### src/hdl/fbpa_div.sv
`timescale 1ns / 1ps
`default_nettype none

// Restoring divider, one quotient bit per cycle. The dividend must be below
// divisor << QUO_W, which the range check ahead of it guarantees.
module fbpa_div #(
  parameter int unsigned DVD_W = 26,
  parameter int unsigned DVS_W = 17,
  parameter int unsigned QUO_W = 10
) (
  input  wire logic             clk_i,
  input  wire logic             rst_ni,
  input  wire logic             start_i,
  input  wire logic [DVD_W-1:0] dividend_i,
  input  wire logic [DVS_W-1:0] divisor_i,
  output logic                  done_o,
  output logic      [QUO_W-1:0] quotient_o,
  output logic                  exact_o
);

  localparam int unsigned DS_W   = DVS_W + QUO_W;
  localparam int unsigned CW     = (DVD_W > DS_W) ? DVD_W : DS_W;
  localparam int unsigned STEP_W = (QUO_W > 1) ? $clog2(QUO_W) : 1;

  logic              busy_q, busy_d;
  logic              done_q, done_d;
  logic [STEP_W-1:0] step_q, step_d;
  logic [DVD_W-1:0]  rem_q, rem_d;
  logic [DS_W-1:0]   dsr_q, dsr_d;
  logic [QUO_W-1:0]  quo_q, quo_d;
  logic              fits;

  assign fits = CW'(rem_q) >= CW'(dsr_q);

  always_comb begin
    busy_d = busy_q;
    done_d = 1'b0;
    step_d = step_q;
    rem_d  = rem_q;
    dsr_d  = dsr_q;
    quo_d  = quo_q;
    if (start_i) begin
      busy_d = 1'b1;
      step_d = STEP_W'(QUO_W - 1);
      rem_d  = dividend_i;
      dsr_d  = DS_W'(divisor_i) << (QUO_W - 1);
      quo_d  = '0;
    end else if (busy_q) begin
      if (fits) begin
        rem_d = DVD_W'(CW'(rem_q) - CW'(dsr_q));
      end
      quo_d = (quo_q << 1) | QUO_W'(fits);
      dsr_d = dsr_q >> 1;
      step_d = step_q - 1'b1;
      if (step_q == '0) begin
        busy_d = 1'b0;
        done_d = 1'b1;
      end
    end
  end

  always_ff @(posedge clk_i or negedge rst_ni) begin
    if (!rst_ni) begin
      busy_q <= 1'b0;
      done_q <= 1'b0;
      step_q <= '0;
    end else begin
      busy_q <= busy_d;
      done_q <= done_d;
      step_q <= step_d;
    end
  end

  always_ff @(posedge clk_i) begin
    rem_q <= rem_d;
    dsr_q <= dsr_d;
    quo_q <= quo_d;
  end

  assign done_o     = done_q;
  assign quotient_o = quo_q;
  assign exact_o    = (rem_q == '0);

endmodule

`default_nettype wire
### config.mk
export PLATFORM = sky130hd
export DESIGN_NAME = fbpa_div
export DESIGN_NICKNAME = d
export VERILOG_FILES = /design/src/hdl/fbpa_div.sv
export SDC_FILE = /design/constraint.sdc
export NUM_CORES = 1
export LEC_CHECK = 0
export ABC_AREA = 1
export BUFFER_PORTS_ARGS = -buffer_cell sky130_fd_sc_hd__buf_2
export CAP_MARGIN = 40
export CORE_ASPECT_RATIO = 1.4
export CORE_MARGIN = 2
export CORE_UTILIZATION = 55
export CTS_BUF_LIST = sky130_fd_sc_hd__clkbuf_8
export DETAILED_ROUTE_END_ITERATION = 6
export PLACE_DENSITY = 0.86
export SLEW_MARGIN = 20
export SYNTH_ARGS = -nofsm -noshare
export SYNTH_HDL_FRONTEND = slang
export SYNTH_SLANG_ARGS = --single-unit
### constraint.sdc
create_clock -name clk_i -period 2.3 [get_ports clk_i]
set_input_delay 0.23 -clock clk_i [delete_from_list [all_inputs] [get_ports clk_i]]
set_output_delay 0.23 -clock clk_i [all_outputs]
set_load 0.05 [all_outputs]
# == Word level (Yosys, flattened, before mapping) ==
# Cells that the tools add are included.
# op_classes
n_addsub,2
order_cmp,1
muxes,13
bitwise,1
reduce_logical,5
# op_table
cell,n
26-bit 2-to-1 mux,5
26-bit greater-or-equal comparator,1
26-bit logical NOT,1
26-bit subtractor,1
10-bit by 1-bit bitwise OR with 10-bit output,1
4-bit 2-to-1 mux,2
1-bit 2-to-1 mux,6
4-bit logical NOT,1
2-bit nonzero test,2
4-bit by 1-bit subtractor with 4-bit output (second input constant),1
2-bit AND reduction,1
# totals
ff_bits,68
output_inout_bits,12

# == Logic depth before layout (Yosys ltp) ==
# Gate-level depths: netlist of the first run.
# depth
word_depth,4
ltp_mapped,14

# == Worst setup path before layout of the first run ==
# OpenSTA, ideal clock, no wires.
# synth_timing
path_kind,reg2reg
start,register rem_q[0]
end,"register rem_q[0], enable pin"
setup_ps,383
arrival_ps,2112
path_slack_ps,-195
path_stages_with_launch,13
n_path_buf,0
synth_period_minus_slack_ps,2495
path_cell_list,edfxtp_1 > inv_1 > ha_1 > fa_1 > inv_1 > nand2_1 > nand3_2 > nand2_1 > nand2_1 > nand3b_1 > nand3_1 > nand2_1 > nand2_1
# synth_via
elab_chain_len,3
# synth_rtl
item,line,source
"start, declared",28,"logic [DVD_W-1:0] rem_q, rem_d;"
"start signal, assigned",75,rem_q <= rem_d;
26-bit greater-or-equal comparator,33,assign fits = CW'(rem_q) >= CW'(dsr_q);
2-bit nonzero test (no source line),n/a,
2-bit AND reduction (no source line),n/a,
# Every way passes these cells.
# A chain may end at the register's enable or synchronous reset.

# == Final worst setup path of the first run ==
# layout_timing
start,register rem_q[17]
end,"register rem_q[14], enable pin"
# Same word-level chain as after synthesis.

==> results of run 1 <==
-- how the worst min path moves through the flow --
| stage | from | to | slack, ps |
|---|---|---|---|
| floorplan | rst_ni | busy_q$_DFF_PN0_ | -70 |
| global placement | rst_ni | done_o$_DFF_PN0_ | 60 |
| detailed placement | rst_ni | step_q[2]$_DFFE_PN0P_ | 60 |
| CTS | dividend_i[21] | rem_q[21]$_DFFE_PP_ | 130 |
| global route | dividend_i[21] | rem_q[21]$_DFFE_PP_ | 140 |
| finish | dividend_i[21] | rem_q[21]$_DFFE_PP_ | 130 |
-- per-layer routing --
layer,global-route usage [%],part of all wire [%],up-vias
met1,30.1,40,2082
met4,16.0,5.2,0
met3,5.50,5.5,58
met5,0,0,-
met2,47.5,50,166
li1,-,-,2302
-- sequential cells by signal (all words and copies together), names as in the netlist --
register,flops
busy_q,1
dsr_q,26
quotient_o,10
rem_q,26
done_o,1
step_q,4
-- per-stage QoR --
stage	util, %	power [mW]	instances
3_5_place_dp	63.0	5.65	842
5_1_grt	67.4	7.61	862
2_1_floorplan	-	4.64	682
3_3_place_gp	63.0	5.55	842
4_1_cts	65.6	6.67	859
6_report	67.4	7.03	862
-- Yosys cell counts, types with 8 or more instances --
| library cell | instances |
|---|---|
| a21oi_1 | 18 |
| dfxtp_1 | 19 |
| edfxtp_1 | 43 |
| ha_1 | 28 |
| inv_1 | 134 |
| nand2_1 | 247 |
| nand3_1 | 42 |
| nand4_1 | 9 |
| nor2_1 | 38 |
| nor4_1 | 8 |
| o21ai_0 | 29 |
| o22ai_1 | 16 |
-- layout make-up --
class	count	area, sq um	share of cell area, %
multi-input combinational	466	2420	43.6
tap	102	128	2.30
clock buffer	11	151	2.72
inverter	135	507	9.12
clock inverter	5	50.0	0.900
timing repair buffer	75	480	8.64
sequential	68	1820	32.8
-- logic make-up (layout without fill, tap and decap cells) --
group,count (synthesis),in the layout,share of synthesized area (%)
AND/OR/NAND/NOR,363,363,32.3
buffers and inverters,148,226,12.1
flip-flops,68,68,38.8
XOR/XNOR,4,4,0.747
adder cells (fa/ha/maj),29,29,7.89
AO/OA/AOI/OAI,70,70,8.18
-- cells in the final DEF (no fill, tap or decap), types with 3 or more instances in the layout --
master	instances
or2_2	5
buf_4	13
o22ai_1	16
nor2_1	38
dfxtp_1	19
or2_1	3
clkbuf_8	11
a21oi_1	17
nand4_1	9
clkinv_1	3
nand2_1	244
ha_4	6
nor4_1	7
buf_2	56
nand3_2	4
edfxtp_1	43
dfrtp_1	6
buf_12	3
nand2_2	5
inv_1	133
o21ai_0	29
ha_1	21
nand3_1	40
-- timing repair --
item,4_1_cts,5_1_grt
endpoints found under the hold margin,6,0
hold buffers,1,0
endpoints found under the setup margin,0,30
resized for setup,0,18
setup buffers,0,2
-- worst max-delay path, cell delays in order (launching register included) --
cell and delay [ps]:
edfxtp_1 450, ha_4 330, nand2_1 110, nor2_1 200
inv_1 100, nor3_2 180, nand3b_1 140, nand3_2 120
nand2_2 70, nand2_4 120, clkbuf_16 180
-- power groups by stage --
stage          registers [mW]  logic, mW  clock network (mW)
2_1_floorplan            1.94       2.70                   0
3_3_place_gp             1.92       3.63                   0
3_5_place_dp             1.94       3.71                   0
4_1_cts                  1.92       3.74                1.01
5_1_grt                  1.99       4.55                1.07
6_report                 1.95       4.06                1.01
==> results.ini, run 1 <==
[global_route]
grt_pass1_wl_mm=19.6
grt_pass1_vias=4632
grt.total_usage_pct=27.4
grt.overflow.total=0
antenna_found_initial=0
grt_max_degree=22

[clock_network]
cts-root-buf=clkbuf_8
clock_latency_ps=360
h-tree-depth=3
clock_sinks=68
cts_buffer_depth=2
cts_tree=done
clk_pin_slew_ps=70
cts_buffers=9

[timing]
drv_slew=0
fin_skew_ps=8.06
max_slew_margin_pct=64.7
totalNegativeSetupSlack_ps=0
fin_crit_ps=2270
max_freq_mhz=440
setup_slack_ps=26.4
finalHoldViolCount=0
fin_crit_sh_pct=98.9
fin_worst_hold_slack_ps=133
tightest_slew_ps=529
setup_viol=0

[synth]
synth_nets=757
synthDistinctLibCells=35
syn_inst=682
synth_edf_count=43
syn_avg_cell_area_sq_um=6.88
ys_seq_area_share_pct=38.8
yosys.area.top_type=edfxtp_1
yosys_most_used_dff=edfxtp_1
synth_area_sq_mm=0.00469
synth_top_area_share_pct=27.5
ys_warn_count=0
synth_seq_cells=68
synth_area_leaders=edfxtp_1 (28%), nand2_1 (20%), inv_1 (11%)
synthArstFlopShare_pct=8.82

[worst_setup_path]
critPathLaunch=rem_q[17]$_DFFE_PP_
reg2reg_slack_ps=30
crit_fanout=8
cp.arrival_ps=2350
required_ps=2380
reg2reg_depth=10
worst_r2r_endpoint=rem_q[14]$_DFFE_PP_
r2r_start=rem_q[17]$_DFFE_PP_
worstSetupPathType=flop to flop
worstSetupStartpointType=flop
cp-endpoint=rem_q[14]$_DFFE_PP_
cp-end-kind=flop

[finish]
nNetsFinal=830
area_growth_pct=18.4
postLayoutCellArea_sq_mm=0.00556
layout-drive-gt1-share_pct=15.4
diodes=0
fill_cells=716

[place]
placed_area_sq_mm=0.00520
port_buffers=57
globalplace.congestion=1.02
hpwl_mm=9.36
post-place-ws_ps=51.1

[drt]
remaining_drc_errors=0
post_drt_via_cell_ratio=5.35
wire_per_inst_um=14.3
routed_wl_mm=12.3
route.antenna.remaining_nets=0
num_vias=4608
drt_iter0_drc=318
drt_pass1_iterations=5

[pwr]
internal-power_mw=3.82
power_switching_mw=3.21
p_comb_share_pct=57.8
p_clk_share_pct=14.4
vdd_drop_max_mv=0.645
switching_share_pct=45.7
powerDensity_mw_per_mm2=1260
p_leak_nw=2.90
seqPwrFrac_pct=27.8

[status]
status=complete, no violations

[floorplanning]
core_area_sq_mm=0.00825
initial_utilization_pct=56.9
fp.dieW_um=82.1
io_pins=58
row_count=39
die_y_um=113
die_area_sq_mm=0.00930

[job]
cap_viol_max_count=0

[min_path]
min_path_cells=3
hold_class=input pin to flop

No activity file was read; power rests on OpenSTA's default activity.
==> inputs of run 2 (changes only) <==
Settings changed: SETUP_SLACK_MARGIN set to 0.2.
==> results.ini, run 2 (synthesized netlist as in run 1, its figures left out) <==
[min_path]
hold_class=input pin to flop  ; unchanged

[timing]
max_slew_margin_pct=69.2  ; was 64.7%
fin_crit_ps=2240  ; was 2270 ps
drv_slew=0  ; unchanged
fin_skew_ps=12.6  ; was 8.06 ps
fin_crit_sh_pct=97.4  ; was 98.9%
max_freq_mhz=446  ; was 440 MHz
totalNegativeSetupSlack_ps=0  ; unchanged
setup_slack_ps=59.9  ; was 26.4 ps
tightest_slew_ps=462  ; was 529 ps
rsz0062_at_grt=true
finalHoldViolCount=0  ; unchanged
setup_viol=0  ; unchanged

[pwr]
powerDensity_mw_per_mm2=1330  ; was 1260 mW/mm^2
p_total_mw=7.87  ; was 7.03 mW
vdd_drop_max_mv=0.823  ; was 0.645 mV
p_leak_nw=2.97  ; was 2.90 nW

[floorplanning]
die_area_sq_mm=0.00930  ; unchanged
row_count=39  ; unchanged
die_y_um=113  ; unchanged
io_pins=58  ; unchanged
core_area_sq_mm=0.00825  ; unchanged
initial_utilization_pct=56.9  ; unchanged
fp.dieW_um=82.1  ; unchanged

[job]
cap_viol_max_count=0  ; unchanged

[clock_network]
cts_buffer_depth=2  ; unchanged
clock_sinks=68  ; unchanged
clock_latency_ps=370  ; was 360 ps
cts_tree=done  ; unchanged
clk_pin_slew_ps=80  ; was 70 ps
h-tree-depth=3  ; unchanged
cts_buffers=9  ; unchanged
cts-root-buf=clkbuf_8  ; unchanged

[global_route]
grt.total_usage_pct=28.5  ; was 27.4%
antenna_found_initial=0  ; unchanged
grt_pass1_vias=4581  ; was 4,632
grt_pass1_wl_mm=20.3  ; was 19.6 mm
grt.overflow.total=0  ; unchanged
grt_max_degree=42  ; was 22

[finish]
register_area_sq_mm=0.00182  ; unchanged
final_cell_mix=nand2_1 (232), inv_1 (128), buf_2 (56)  ; was nand2_1 (244), inv_1 (133), buf_2 (56)
layout_commonest_cell=nand2_1  ; unchanged
layout.cells.non_filler=869  ; was 862
postLayoutCellArea_sq_mm=0.00593  ; was 0.00556 sq mm
fill_cells=620  ; was 716
multi_input_area_sq_mm=0.00273  ; was 0.00242 sq mm
layout-drive-gt1-share_pct=23.1  ; was 15.4%
area_growth_pct=26.4  ; was 18.4%
nNetsFinal=837  ; was 830
diodes=0  ; unchanged

[status]
status=complete, no violations  ; unchanged

[drt]
drt_iter0_drc=337  ; was 318
routed_wl_mm=13.4  ; was 12.3 mm
post_drt_via_cell_ratio=5.47  ; was 5.35
remaining_drc_errors=0  ; unchanged
num_vias=4752  ; was 4,608
drt_pass1_iterations=5  ; unchanged
wire_per_inst_um=15.5  ; was 14.3 um
route.antenna.remaining_nets=0  ; unchanged

[worst_setup_path]
cp.arrival_ps=2010  ; was 2350 ps
worstSetupPathType=flop to output pin  ; was flop to flop
worstSetupStartpointType=flop  ; unchanged
cp-end-kind=output pin  ; was flop
required_ps=2070  ; was 2380 ps
crit_fanout=2  ; was 8

[place]
hpwl_mm=9.41  ; was 9.36 mm
globalplace.congestion=1.03  ; was 1.02
post-place-ws_ps=108  ; was 51.1 ps
placed_area_sq_mm=0.00518  ; was 0.00520 sq mm
port_buffers=57  ; unchanged
dp_cells=841  ; was 842

[run 2: cell count changes in the layout (fill, tap and decap cells not counted), sizes merged]
cell and change:
clkinvlp -1, clkinv -2, buf +8, clkbuf -1, inv +2, bufinv +1
[run 2: timing repair]
item / CTS / global route
cloned: 0 / 1
pin swaps: 0 / 21
gates resized for setup: 16 / 58
buffers inserted: 2 / 8
endpoints found under the setup margin: 28 / 40
hold endpoints to repair: 6 / 0
hold buffers: 1 / 0
[run 2: report_power, final]
group / internal (mW) / switching [mW] / total, mW / leakage (nW)
clock: 0.664 / 0.473 / 1.14 / 0.121
combinational: 1.91 / 2.79 / 4.70 / 2.17
sequential: 1.73 / 0.306 / 2.04 / 0.681
total: 4.31 / 3.57 / 7.87 / 2.97
[run 2: critical path, cell delays in order, from the launching register on]
cell and delay (ps):
edfxtp_1 450, nor4_1 400, nand4_1 270, nor4_2 260, buf_4 260
[run 2: routing by layer]
layer | global-route usage (%) | vias up | part of all wire (%) | wire [um]
li1 | - | 2313 | - | -
met1 | 31.0 | 2187 | 38 | 5100
met2 | 50.1 | 189 | 51 | 6900
met3 | 6.46 | 63 | 5.6 | 757
met4 | 14.6 | 0 | 5.0 | 678
met5 | 0 | - | 0 | 0
[run 2: worst paths after layout]
kind / startpoint / end / slack, ps / depth (start not counted)
worst max-delay path: rem_q[9]$_DFFE_PP_ / exact_o / 60 / 4
worst min-delay path: dividend_i[19] / rem_q[19]$_DFFE_PP_ / 120 / 3
worst max register to register: rem_q[14]$_DFFE_PP_ / rem_q[22]$_DFFE_PP_ / 180 / 10
worst min register to register: quotient_o[9]$_SDFFE_PP0P_ / quotient_o[9]$_SDFFE_PP0P_ / 460 / 2
max in group asynchronous: rst_ni / step_q[0]$_DFFE_PN0P_ / 1940 / 2
min in group asynchronous: rst_ni / done_o$_DFF_PN0_ / 210 / 2
[run 2: through the flow]
step	util (%)	hold slack [ps]
floorplan	-	-65.6
global placement	62.9	55.6
detailed placement	62.9	64.3
CTS	66.9	121
global route	72.0	135
finish	72.0	124
[run 2: area by class of cell]
type	instances	area share [%]
Multi-Input combinational cell	466	46.0
Sequential cell	68	30.7
Timing Repair Buffer	82	8.77
Inverter	135	8.54
Clock buffer	11	2.55
Tap cell	102	2.15
Clock inverter	5	1.27
==> inputs of run 3 (changes only) <==
Settings changed: PLACE_DENSITY 0.86 to 0.83, RECOVER_POWER set to 25.
Clock period 2.3 ns to 2.9 ns, I/O delays scaled along.
==> results.ini, run 3 (synthesized netlist as in run 1, its figures left out) <==
[worst_setup_path]
worstSetupPathType=flop to output pin  ; unchanged
crit_fanout=2  ; unchanged
cp.arrival_ps=2270  ; was 2010 ps
worstSetupStartpointType=flop  ; unchanged
cp-end-kind=output pin  ; unchanged
required_ps=2610  ; was 2070 ps

[place]
post-place-ws_ps=421  ; was 108 ps
globalplace.congestion=0.985  ; was 1.03
hpwl_mm=9.15  ; was 9.41 mm
port_buffers=57  ; unchanged

[finish]
final_util_pct=64.0  ; was 72.0%
nNetsFinal=819  ; was 837
area_growth_pct=12.4  ; was 26.4%
final_cell_mix=nand2_1 (247), inv_1 (134), buf_2 (45)  ; was nand2_1 (232), inv_1 (128), buf_2 (56)
layout_commonest_cell=nand2_1  ; unchanged
fill_cells=768  ; was 620
register_area_sq_mm=0.00182  ; unchanged
multi_input_area_sq_mm=0.00230  ; was 0.00273 sq mm
layout-drive-gt1-share_pct=10.4  ; was 23.1%
diodes=0  ; unchanged

[timing]
setup_viol=0  ; unchanged
drv_slew=0  ; unchanged
totalNegativeSetupSlack_ps=0  ; unchanged
fin_crit_sh_pct=88.3
max_slew_margin_pct=3.28  ; was 69.2%
fin_skew_ps=10.4  ; was 12.6 ps
fin_crit_ps=2560
rsz0062_at_grt=false  ; was true
tightest_slew_ps=1450  ; was 462 ps
finalHoldViolCount=0  ; unchanged
max_freq_mhz=391
fin_worst_hold_slack_ps=181  ; was 124 ps
setup_slack_ps=341  ; was 59.9 ps

[global_route]
grt_max_degree=36  ; was 42
grt.overflow.total=0  ; unchanged
grt_pass1_wl_mm=19.9  ; was 20.3 mm
grt_pass1_vias=4563  ; was 4,581
antenna_found_initial=0  ; unchanged
grt.total_usage_pct=28.1  ; was 28.5%

[floorplanning]
die_y_um=113  ; unchanged
die_area_sq_mm=0.00930  ; unchanged
initial_utilization_pct=56.9  ; unchanged
core_area_sq_mm=0.00825  ; unchanged
io_pins=58  ; unchanged
fp.dieW_um=82.1  ; unchanged
row_count=39  ; unchanged

[clock_network]
cts-root-buf=clkbuf_8  ; unchanged
cts_buffers=9  ; unchanged
h-tree-depth=3  ; unchanged
clk_pin_slew_ps=80  ; about the same
clock_sinks=68  ; unchanged
cts_tree=done  ; unchanged
cts_buffer_depth=2  ; unchanged
postCtsSetupBuffers=0  ; was 2
clock_latency_ps=370  ; about the same

[pwr]
powerDensity_mw_per_mm2=991  ; was 1330 mW/mm^2
vdd_drop_max_mv=0.463  ; was 0.823 mV
p_leak_nw=2.76  ; was 2.97 nW

[min_path]
hold_class=input pin to flop  ; unchanged

[drt]
routed_wl_mm=12.0  ; was 13.4 mm
num_vias=4574  ; was 4,752
drt_pass1_iterations=7  ; was 5
remaining_drc_errors=4  ; was 0
drt_iter0_drc=310  ; was 337
wire_per_inst_um=14.1  ; was 15.5 um
post_drt_via_cell_ratio=5.37  ; was 5.47
route.antenna.remaining_nets=0  ; unchanged

[status]
status=finished with violations  ; was complete, no violations
violations=DRC

[job]
cap_viol_max_count=0  ; unchanged

[run 3: cell types whose count changed in the layout (fill, tap and decap cells not counted), sizes merged]
cell,before,now
buf,80,48
bufinv,2,1
clkbuf,12,25
clkinv,2,4
[run 3: worst max-delay path, stage by stage, from the launching register on]
cell      delay (ps)
edfxtp_1         400
nor4_1           500
nand4_1          250
nor4_1           400
buf_2            350
[run 3: final timing paths]
check	from	to	slack, ps	cells past startpoint
setup / recovery	rem_q[13]$_DFFE_PP_	exact_o	340	4
max in group asynchronous	rst_ni	step_q[2]$_DFFE_PN0P_	2320	2
hold / removal	divisor_i[16]	dsr_q[25]$_DFFE_PP_	180	3
hold reg to reg	dsr_q[0]$_SDFFE_PP0P_	dsr_q[0]$_SDFFE_PP0P_	470	2
min in group asynchronous	rst_ni	done_o$_DFF_PN0_	320	2
setup reg to reg	rem_q[0]$_DFFE_PP_	rem_q[3]$_DFFE_PP_	390	13
[run 3: timing repair]
action	CTS	global route
hold buffers	1	0
endpoints found under the hold margin	6	0
endpoints found under the setup margin	0	0
gates resized for setup	0	0
[run 3: layer usage]
metal	track usage, %	up-vias	wire length [um]
li1	-	2282	-
met1	32.0	2062	4720
met4	15.3	0	515
met2	48.6	185	6050
met3	4.70	45	741
met5	0	-	0
[run 3: final cells by class]
| class | count | share of cell area [%] |
|---|---|---|
| multi-input cells | 466 | 43.7 |
| clock inverters | 6 | 1.16 |
| well taps | 102 | 2.42 |
| repair buffers | 64 | 6.00 |
| inverters | 135 | 9.61 |
| clock buffers | 10 | 2.61 |
| flip-flops and latches | 68 | 34.5 |
[run 3: per-stage QoR]
step	power, mW	area, sq um	std cells
after global placement	4.27	5090	834
final	5.23	5280	851
after CTS	5.19	5300	851
after floorplan	3.68	4690	682
after global routing	5.70	5280	851
after detailed placement	4.37	5090	834
[run 3: power by group]
part           leakage [nW]  total, mW  switching, mW  internal [mW]
logic                  1.97       2.91           1.93          0.982
clock network         0.107      0.807          0.388          0.419
registers             0.681       1.51          0.143           1.37
total                  2.76       5.23           2.46           2.77
